`config.mk`:
```
export PLATFORM = sky130hd
export DESIGN_NAME = ir_pulse_distance_frame_sender_core
export DESIGN_NICKNAME = d
export VERILOG_FILES = /design/src/hdl/pdfs_pkg.sv /design/src/hdl/pdfs_front.sv /design/src/hdl/pdfs_back.sv /design/src/hdl/pdfs_rsp_queue.sv /design/src/hdl/ir_pulse_distance_frame_sender_core.sv
export SDC_FILE = /design/constraint.sdc
export NUM_CORES = 1
export LEC_CHECK = 0
export BUFFER_PORTS_ARGS = -buffer_cell sky130_fd_sc_hd__buf_2
export CAP_MARGIN = 40
export CORE_MARGIN = 2
export CORE_UTILIZATION = 40
export CTS_CLUSTER_SIZE = 30
export DETAILED_ROUTE_END_ITERATION = 12
export REMOVE_ABC_BUFFERS = 1
export SKIP_LAST_GASP = 1
export SYNTH_ARGS = -nofsm -noshare
export SYNTH_HDL_FRONTEND = slang
export SYNTH_SLANG_ARGS = --single-unit
```
`constraint.sdc`:
```
create_clock -name clock -period 3.8 [get_ports clock]
set_clock_uncertainty 0.1 [all_clocks]
set_input_delay 0.19 -clock clock [delete_from_list [all_inputs] [get_ports clock]]
set_output_delay 0.19 -clock clock [all_outputs]
set_load 0.05 [all_outputs]
```
`src/hdl/pdfs_pkg.sv`:
```
`default_nettype none
// ----------------------------------------------------------------------------
// pdfs_pkg
// Types and constants shared by the pulse-distance frame sender.
// ----------------------------------------------------------------------------
package pdfs_pkg;

   localparam int unsigned CmdWidth   = 24;
   localparam int unsigned TicksWidth = 16;
   localparam int unsigned CsrIdxW    = 3;

   typedef logic [TicksWidth-1:0] ticks_type;
   typedef logic [CsrIdxW-1:0]    csr_index_type;

   typedef struct packed {
      logic                kind;
      logic [CmdWidth-1:0] command_word;
   } req_type;

   typedef struct packed {
      logic ir_active;
      logic busy_res;
      logic finished;
      logic start_rejected;
   } rsp_type;

   typedef struct packed {
      logic                is_start;
      logic [CmdWidth-1:0] command;
   } op_type;

   localparam logic KIND_TICK  = 1'b0;
   localparam logic KIND_START = 1'b1;

   typedef enum logic [7:0] {
      PH_IDLE       = 8'b0000_0001,
      PH_HDR_MARK   = 8'b0000_0010,
      PH_HDR_GAP    = 8'b0000_0100,
      PH_BIT_MARK   = 8'b0000_1000,
      PH_BIT_GAP    = 8'b0001_0000,
      PH_CLOSE_MARK = 8'b0010_0000,
      PH_REPEAT     = 8'b0100_0000,
      PH_END        = 8'b1000_0000
   } phase_type;

   localparam csr_index_type CSR_HEADER_MARK  = 3'd0;
   localparam csr_index_type CSR_HEADER_SPACE = 3'd1;
   localparam csr_index_type CSR_BIT_MARK     = 3'd2;
   localparam csr_index_type CSR_ONE_SPACE    = 3'd3;
   localparam csr_index_type CSR_ZERO_SPACE   = 3'd4;
   localparam csr_index_type CSR_REPEAT_GAP   = 3'd5;
   localparam csr_index_type CSR_END_GAP      = 3'd6;

   localparam ticks_type RST_HEADER_MARK  = 16'd4400;
   localparam ticks_type RST_HEADER_SPACE = 16'd4400;
   localparam ticks_type RST_BIT_MARK     = 16'd550;
   localparam ticks_type RST_ONE_SPACE    = 16'd1650;
   localparam ticks_type RST_ZERO_SPACE   = 16'd550;
   localparam ticks_type RST_REPEAT_GAP   = 16'd5200;
   localparam ticks_type RST_END_GAP      = 16'd5200;

   localparam logic [2:0] BIT_MSB = 3'd7;

endpackage
`default_nettype wire

```
`src/hdl/pdfs_front.sv`:
```
`default_nettype none
// ----------------------------------------------------------------------------
// pdfs_front
// Input side: classifies each item as start or tick and holds it in a
// two-entry queue until the sequencer takes it.
// ----------------------------------------------------------------------------
module pdfs_front (
   input  wire                    clock,
   input  wire                    reset,
   input  wire                    push,
   output logic                   full,
   input  wire pdfs_pkg::req_type req_item,
   output logic                   op_valid,
   output pdfs_pkg::op_type       op,
   input  wire                    op_take
);

   pdfs_pkg::op_type slot_ff [2];
   logic             wr_ptr_ff, wr_ptr_in;
   logic             rd_ptr_ff, rd_ptr_in;
   logic [1:0]       count_ff, count_in;
   logic             do_push, do_pop;
   pdfs_pkg::op_type op_new;

   always_comb begin
      op_new.is_start = (req_item.kind == pdfs_pkg::KIND_START);
      op_new.command  = req_item.command_word;
   end

   assign full     = (count_ff == 2'd2);
   assign op_valid = (count_ff != 2'd0);
   assign op       = slot_ff[rd_ptr_ff];
   assign do_push  = push && !full;
   assign do_pop   = op_take && op_valid;

   always_comb begin
      wr_ptr_in = wr_ptr_ff ^ do_push;
      rd_ptr_in = rd_ptr_ff ^ do_pop;
      count_in  = count_ff + 2'(do_push) - 2'(do_pop);
   end

   always_ff @(posedge clock) begin
      if (reset) begin
         wr_ptr_ff <= 1'b0;
         rd_ptr_ff <= 1'b0;
         count_ff  <= 2'd0;
      end else begin
         wr_ptr_ff <= wr_ptr_in;
         rd_ptr_ff <= rd_ptr_in;
         count_ff  <= count_in;
      end
   end

   always_ff @(posedge clock) begin
      if (do_push) begin
         slot_ff[wr_ptr_ff] <= op_new;
      end
   end

endmodule
`default_nettype wire

```
`src/hdl/pdfs_back.sv`:
```
`default_nettype none
// ----------------------------------------------------------------------------
// pdfs_back
// Segment sequencer: holds the timing registers, counts down each segment
// and walks header, bits, closing mark and gaps of both frames.
// ----------------------------------------------------------------------------
module pdfs_back #(
   parameter int unsigned BYTES_PER_FRAME = 3
) (
   input  wire                          clock,
   input  wire                          reset,
   input  wire                          op_valid,
   input  wire pdfs_pkg::op_type        op,
   output logic                         op_take,
   input  wire                          out_ready,
   output logic                         rsp_valid,
   output pdfs_pkg::rsp_type            rsp,
   input  wire                          csr_write_enable,
   input  wire pdfs_pkg::csr_index_type csr_index,
   input  wire pdfs_pkg::ticks_type     csr_wdata
);

   localparam logic [2:0] LastByte = 3'(2 * BYTES_PER_FRAME - 1);

   pdfs_pkg::ticks_type hdr_mark_ff, hdr_space_ff, bit_mark_ff;
   pdfs_pkg::ticks_type one_space_ff, zero_space_ff, repeat_gap_ff, end_gap_ff;

   pdfs_pkg::phase_type              phase_ff, phase_in;
   pdfs_pkg::ticks_type              ticks_left_ff, ticks_left_in;
   logic [2:0]                       byte_pos_ff, byte_pos_in;
   logic [2:0]                       bit_pos_ff, bit_pos_in;
   logic                             second_ff, second_in;
   logic [pdfs_pkg::CmdWidth-1:0]    cmd_ff, cmd_in;

   logic        busy;
   logic [31:0] cmd_wide;
   logic [7:0]  cur_byte;
   logic        cur_bit;

   assign op_take   = op_valid && out_ready;
   assign rsp_valid = op_take;
   assign busy      = (phase_ff != pdfs_pkg::PH_IDLE);

   always_comb begin
      cmd_wide = {8'd0, cmd_ff};
      cur_byte = cmd_wide[8 * byte_pos_ff[2:1] +: 8];
      if (byte_pos_ff[0]) begin
         cur_byte = ~cur_byte;
      end
      cur_bit = cur_byte[bit_pos_ff];
   end

   always_comb begin
      phase_in      = phase_ff;
      ticks_left_in = ticks_left_ff;
      byte_pos_in   = byte_pos_ff;
      bit_pos_in    = bit_pos_ff;
      second_in     = second_ff;
      cmd_in        = cmd_ff;
      rsp           = '0;
      if (op_take) begin
         if (op.is_start) begin
            rsp.busy_res = 1'b1;
            if (busy) begin
               rsp.start_rejected = 1'b1;
            end else begin
               cmd_in        = op.command;
               second_in     = 1'b0;
               byte_pos_in   = 3'd0;
               bit_pos_in    = pdfs_pkg::BIT_MSB;
               phase_in      = pdfs_pkg::PH_HDR_MARK;
               ticks_left_in = hdr_mark_ff;
            end
         end else if (busy) begin
            rsp.busy_res  = 1'b1;
            rsp.ir_active = (phase_ff == pdfs_pkg::PH_HDR_MARK)
                         || (phase_ff == pdfs_pkg::PH_BIT_MARK)
                         || (phase_ff == pdfs_pkg::PH_CLOSE_MARK);
            if (ticks_left_ff <= 16'd1) begin
               unique case (phase_ff)
                  pdfs_pkg::PH_HDR_MARK: begin
                     phase_in      = pdfs_pkg::PH_HDR_GAP;
                     ticks_left_in = hdr_space_ff;
                  end
                  pdfs_pkg::PH_HDR_GAP: begin
                     phase_in      = pdfs_pkg::PH_BIT_MARK;
                     ticks_left_in = bit_mark_ff;
                  end
                  pdfs_pkg::PH_BIT_MARK: begin
                     phase_in      = pdfs_pkg::PH_BIT_GAP;
                     ticks_left_in = cur_bit ? one_space_ff : zero_space_ff;
                  end
                  pdfs_pkg::PH_BIT_GAP: begin
                     if (bit_pos_ff != 3'd0) begin
                        bit_pos_in    = bit_pos_ff - 3'd1;
                        phase_in      = pdfs_pkg::PH_BIT_MARK;
                        ticks_left_in = bit_mark_ff;
                     end else begin
                        bit_pos_in = pdfs_pkg::BIT_MSB;
                        if (byte_pos_ff < LastByte) begin
                           byte_pos_in   = byte_pos_ff + 3'd1;
                           phase_in      = pdfs_pkg::PH_BIT_MARK;
                           ticks_left_in = bit_mark_ff;
                        end else begin
                           phase_in      = pdfs_pkg::PH_CLOSE_MARK;
                           ticks_left_in = bit_mark_ff;
                        end
                     end
                  end
                  pdfs_pkg::PH_CLOSE_MARK: begin
                     if (second_ff) begin
                        phase_in      = pdfs_pkg::PH_END;
                        ticks_left_in = end_gap_ff;
                     end else begin
                        phase_in      = pdfs_pkg::PH_REPEAT;
                        ticks_left_in = repeat_gap_ff;
                     end
                  end
                  pdfs_pkg::PH_REPEAT: begin
                     second_in     = 1'b1;
                     byte_pos_in   = 3'd0;
                     bit_pos_in    = pdfs_pkg::BIT_MSB;
                     phase_in      = pdfs_pkg::PH_HDR_MARK;
                     ticks_left_in = hdr_mark_ff;
                  end
                  default: begin
                     rsp.finished  = 1'b1;
                     second_in     = 1'b0;
                     byte_pos_in   = 3'd0;
                     bit_pos_in    = pdfs_pkg::BIT_MSB;
                     phase_in      = pdfs_pkg::PH_IDLE;
                     ticks_left_in = '0;
                  end
               endcase
            end else begin
               ticks_left_in = ticks_left_ff - 16'd1;
            end
         end
      end
   end

   always_ff @(posedge clock) begin
      if (reset) begin
         phase_ff      <= pdfs_pkg::PH_IDLE;
         ticks_left_ff <= '0;
         byte_pos_ff   <= 3'd0;
         bit_pos_ff    <= pdfs_pkg::BIT_MSB;
         second_ff     <= 1'b0;
         cmd_ff        <= '0;
      end else begin
         phase_ff      <= phase_in;
         ticks_left_ff <= ticks_left_in;
         byte_pos_ff   <= byte_pos_in;
         bit_pos_ff    <= bit_pos_in;
         second_ff     <= second_in;
         cmd_ff        <= cmd_in;
      end
   end

   always_ff @(posedge clock) begin
      if (reset) begin
         hdr_mark_ff   <= pdfs_pkg::RST_HEADER_MARK;
         hdr_space_ff  <= pdfs_pkg::RST_HEADER_SPACE;
         bit_mark_ff   <= pdfs_pkg::RST_BIT_MARK;
         one_space_ff  <= pdfs_pkg::RST_ONE_SPACE;
         zero_space_ff <= pdfs_pkg::RST_ZERO_SPACE;
         repeat_gap_ff <= pdfs_pkg::RST_REPEAT_GAP;
         end_gap_ff    <= pdfs_pkg::RST_END_GAP;
      end else if (csr_write_enable) begin
         unique case (csr_index)
            pdfs_pkg::CSR_HEADER_MARK:  hdr_mark_ff   <= csr_wdata;
            pdfs_pkg::CSR_HEADER_SPACE: hdr_space_ff  <= csr_wdata;
            pdfs_pkg::CSR_BIT_MARK:     bit_mark_ff   <= csr_wdata;
            pdfs_pkg::CSR_ONE_SPACE:    one_space_ff  <= csr_wdata;
            pdfs_pkg::CSR_ZERO_SPACE:   zero_space_ff <= csr_wdata;
            pdfs_pkg::CSR_REPEAT_GAP:   repeat_gap_ff <= csr_wdata;
            pdfs_pkg::CSR_END_GAP:      end_gap_ff    <= csr_wdata;
            default: begin
            end
         endcase
      end
   end

endmodule
`default_nettype wire

```
`src/hdl/pdfs_rsp_queue.sv`:
```
`default_nettype none
// ----------------------------------------------------------------------------
// pdfs_rsp_queue
// Two-entry result queue; registers each result and holds it until popped.
// ----------------------------------------------------------------------------
module pdfs_rsp_queue (
   input  wire                    clock,
   input  wire                    reset,
   input  wire                    rsp_valid,
   input  wire pdfs_pkg::rsp_type rsp,
   output logic                   out_ready,
   output logic                   empty,
   input  wire                    pop,
   output pdfs_pkg::rsp_type      rsp_item
);

   pdfs_pkg::rsp_type slot_ff [2];
   logic              wr_ptr_ff, wr_ptr_in;
   logic              rd_ptr_ff, rd_ptr_in;
   logic [1:0]        count_ff, count_in;
   logic              do_push, do_pop;

   assign out_ready = (count_ff != 2'd2);
   assign empty     = (count_ff == 2'd0);
   assign rsp_item  = slot_ff[rd_ptr_ff];
   assign do_push   = rsp_valid && out_ready;
   assign do_pop    = pop && !empty;

   always_comb begin
      wr_ptr_in = wr_ptr_ff ^ do_push;
      rd_ptr_in = rd_ptr_ff ^ do_pop;
      count_in  = count_ff + 2'(do_push) - 2'(do_pop);
   end

   always_ff @(posedge clock) begin
      if (reset) begin
         wr_ptr_ff <= 1'b0;
         rd_ptr_ff <= 1'b0;
         count_ff  <= 2'd0;
      end else begin
         wr_ptr_ff <= wr_ptr_in;
         rd_ptr_ff <= rd_ptr_in;
         count_ff  <= count_in;
      end
   end

   always_ff @(posedge clock) begin
      if (do_push) begin
         slot_ff[wr_ptr_ff] <= rsp;
      end
   end

endmodule
`default_nettype wire

```
`src/hdl/ir_pulse_distance_frame_sender_core.sv`:
```
`default_nettype none
// ----------------------------------------------------------------------------
// ir_pulse_distance_frame_sender_core
// IR pulse-distance frame sender, envelope only.
// ----------------------------------------------------------------------------
// Push a start item with the command, then one tick item per time unit; every
// item gives one result with the envelope level and status for that tick. The
// block takes one item per clock cycle unless the result queue is full; the
// segment counter and sequencer update once per taken item, and two-entry
// queues on each side let the input and result sides stall independently.
// Both queues register their entries. Timing registers may be written only
// while no items are in flight; there is no clearing pass after reset.
module ir_pulse_distance_frame_sender_core #(
   parameter int unsigned BYTES_PER_FRAME = 3
) (
   input  wire                          clock,
   input  wire                          reset,
   input  wire                          push,
   output logic                         full,
   input  wire pdfs_pkg::req_type       req_item,
   output logic                         empty,
   input  wire                          pop,
   output pdfs_pkg::rsp_type            rsp_item,
   input  wire                          csr_write_enable,
   input  wire pdfs_pkg::csr_index_type csr_index,
   input  wire pdfs_pkg::ticks_type     csr_wdata
);

   logic              op_valid, op_take, out_ready, rsp_valid;
   pdfs_pkg::op_type  op;
   pdfs_pkg::rsp_type rsp;

   pdfs_front u_front (
      .clock    (clock),
      .reset    (reset),
      .push     (push),
      .full     (full),
      .req_item (req_item),
      .op_valid (op_valid),
      .op       (op),
      .op_take  (op_take)
   );

   pdfs_back #(
      .BYTES_PER_FRAME (BYTES_PER_FRAME)
   ) u_back (
      .clock            (clock),
      .reset            (reset),
      .op_valid         (op_valid),
      .op               (op),
      .op_take          (op_take),
      .out_ready        (out_ready),
      .rsp_valid        (rsp_valid),
      .rsp              (rsp),
      .csr_write_enable (csr_write_enable),
      .csr_index        (csr_index),
      .csr_wdata        (csr_wdata)
   );

   pdfs_rsp_queue u_rsp_queue (
      .clock     (clock),
      .reset     (reset),
      .rsp_valid (rsp_valid),
      .rsp       (rsp),
      .out_ready (out_ready),
      .empty     (empty),
      .pop       (pop),
      .rsp_item  (rsp_item)
   );

endmodule
`default_nettype wire
```
==> metrics.yaml <==
status:
  status: "finished, final reports clean"
yosys:
  synthesis.area_sq_mm: 0.0104
  avgSynthCellArea_sq_um: 9.10
  synthTopCellsByArea: "dfxtp_1 34%, edfxtp_1 17%, nand2_1 10%"
  synth_flop_cell: "dfxtp_1"
  synth-edff-count: 58
  synth_top_family_by_area: "simple AND/OR/NAND/NOR gates"
  async_flop_share_pct: 0
  yosys.area.top_type_share_pct: 33.6
  ys_seq_elements: 233
  synthAdderAreaFrac_pct: 1.92
  synthSimpleGateAreaFrac_pct: 20.4
  synth-seq-area-share_pct: 50.3
  yosys_warnings: 0
  synth_top_cell_by_area: "dfxtp_1"
  netlist-cell-type-count: 77
  synth_compound_area_share_pct: 14.8
  muxShareOfSynthArea_pct: 7.30
  synth-xor-area-share_pct: 1.68
  synthesis.instances: 1146
hold_path:
  hp-class: "in -> reg"
global_routing:
  antenna_found_initial: 0
  overflow: 0
  grt_max_degree: 58
  grt_pass1_vias: 7885
  grt_pass1_wl_um: 43100
  track_usage_pct: 19.9
worst_setup_path:
  cp-end-kind: "flip-flop"
  startpoint_type: "flip-flop"
  criticalPathCategory: "reg -> reg"
  arrival_ns: 3.41
  worstPathMaxFanout: 15
  crit_path_top_delay_cell: "dfxtp_1"
  critPathMaxStageDelay_ns: 0.65
  cp_cell_sequence: "mux2i_1 -> mux4_2 -> xor2_1 -> a22o_1 -> nor2_4 -> mux2_1 -> a31oi_1"
  cp.required_ns: 4.15
placed_design:
  port_buffers: 54
  detailed_place_hpwl_um: 17700
  dp_slack_ns: 0.789
  place_congestion: 0.878
floorplan:
  fp.dieH_um: 165
  io-pin-count: 55
  rows: 59
  die_w_um: 165
  start_util_pct: 40.4
  core_area_sq_mm: 0.0258
  dieArea_sq_mm: 0.0274
detailed_routing:
  dr.first_iter.drc_count: 720
  vias_per_cell: 5.39
  wire_per_inst_um: 17.4
  antenna_left: 0
  wirelength_um: 27400
  drt_drc_violations_left: 0
  first_pass_iters: 6
  routed-via-count: 8490
job:
  drv_cap: 0
sta:
  drv_slew: 0
  min_period_over_period_pct: 80.5
  finalSetupViolCount: 0
  setup_ws_ns: 0.740
  worst_slew_pin_slew_ns: 0.900
  max_freq_mhz: 327
  rsz0062_at_grt: "no"
  hold_violations: 0
  period_needed_ns: 3.06
  slew_headroom_pct: 39.8
cts:
  clockBufferDepth: 3
  root_buffer: "clkbuf_16"
  cts_tree: "built"
  numCtsBuffers: 25
  cts_resized: 0
  path_clk_slew_ns: 0.06
  numClockSinks: 233
  post-cts-setup-buffer-count: 0
  clk_latency_ns: 0.53
  holdBufCountCts: 42
  htreeDepth: 1
cells_and_area:
  post-route-util_pct: 47.4
  seqCellArea_sq_mm: 0.00525
  multi_input_area_sq_mm: 0.00483
  layout.nets: 1288
  layout-drive-gt1-share_pct: 12.7
  area.growth.synth_to_final_pct: 17.4
  antenna-diode-count: 0
  fillers: 2464
pwr:
  pwr_density_cell_mw_per_mm2: 668
  p_leak_nw: 4.38
  worst_ir_drop_vdd_uv: 411
critical path, delay by kind of cell (launching register included):
family	cells	cell delay, ns
mux	3	1.01
flops	1	0.65
compound gates	2	0.53
simple gates	1	0.52
xor+xnor	1	0.15
cell usage in the layout, fill, tap and decap left out, types with 26 or more instances in the layout:
master,n
a211oi_1,26
a21oi_1,106
buf_2,53
dfxtp_1,175
dlygate4sd3_1,42
edfxtp_1,58
mux2i_1,51
nand2_1,284
nand3_1,52
nor2_1,62
flip-flops by register name, indices dropped and copies added (netlist names):
name	cells
u_front.wr_ptr_ff	1
u_back.byte_pos_ff	3
u_back.repeat_gap_ff	16
u_front.slot_ff	50
u_back.zero_space_ff	16
u_back.ticks_left_ff	16
u_back.end_gap_ff	16
u_rsp_queue.rd_ptr_ff	1
u_back.one_space_ff	16
u_back.cmd_ff	24
u_rsp_queue.count_ff	2
u_front.count_ff	2
u_front.rd_ptr_ff	1
u_rsp_queue.slot_ff	8
u_back.hdr_mark_ff	16
u_rsp_queue.wr_ptr_ff	1
u_back.hdr_space_ff	16
u_back.phase_ff	8
u_back.bit_pos_ff	3
u_back.second_ff	1
u_back.bit_mark_ff	16
where the power goes:
group          total, mW  switching (mW)  internal, mW
sequential          3.15           0.239          2.91
combinational       2.79            1.71          1.08
clock               2.24           0.981          1.26
kinds of logic after synthesis:
family	Yosys count
AO/OA/AOI/OAI	236
XOR/XNOR	20
adder cells (fa/ha/maj)	16
buffers and inverters	89
flip-flops	233
multiplexers	70
AND/OR/NAND/NOR	482
cell usage after synthesis, types with 4 or more instances:
cell and number:
or3_1 4, clkbuf_1 63, a21oi_1 106, a31oi_1 7, nand2b_1 5, nor2_1 66, nor3_1 18, nand3_1 52
ha_1 16, xnor2_1 13, a211oi_1 26, xor2_1 7, o211ai_1 15, mux2_2 13, a221oi_1 7, a222oi_1 11
nor2b_1 15, and2_1 5, mux2i_1 51, nor4_1 5, edfxtp_1 58, dfxtp_1 175, o21a_1 6, and3_1 4
inv_1 13, o21ai_1 9, nand2_1 284, o21ai_0 11
worst paths after layout:
kind	start	end	slack (ns)	depth (start not counted)
max	u_back.byte_pos_ff[2]	u_back.ticks_left_ff[7]	0.74	7
min	pop	u_rsp_queue.rd_ptr_ff	0.01	4
max reg2reg	u_back.byte_pos_ff[2]	u_back.ticks_left_ff[7]	0.74	7
min reg2reg	u_back.bit_mark_ff[10]	u_back.bit_mark_ff[10]	0.35	2
per-layer routing:
metal / vias to the layer above / wire, um / global-route usage [%]
li1: 4212 / - / -
met1: 4015 / 12800 / 28.3
met2: 227 / 12700 / 32.5
met3: 36 / 1510 / 2.12
met4: 0 / 476 / 4.58
met5: - / 0 / 0
through the flow:
step	cell area (sq um)	hold WS, ns	instances	setup TNS, ns	power (mW)
floorplan	10100	0.157	1072	-4.83	5.13
global placement	11000	0.278	1483	0	5.89
detailed placement	11100	0.281	1489	0	5.94
CTS	12200	0.00180	1574	0	8.23
global route	12200	0.0411	1574	0	8.65
finish	12200	0.0120	1574	0	8.18
cell type report:
type	instances	share of cell area [%]
Clock inverter	11	0.521
Sequential cell	233	42.8
Tap cell	335	3.42
Multi-Input combinational cell	824	39.5
Timing Repair Buffer	124	7.72
Inverter	15	0.460
Clock buffer	32	5.57
Power figures use the tool's default switching activity.
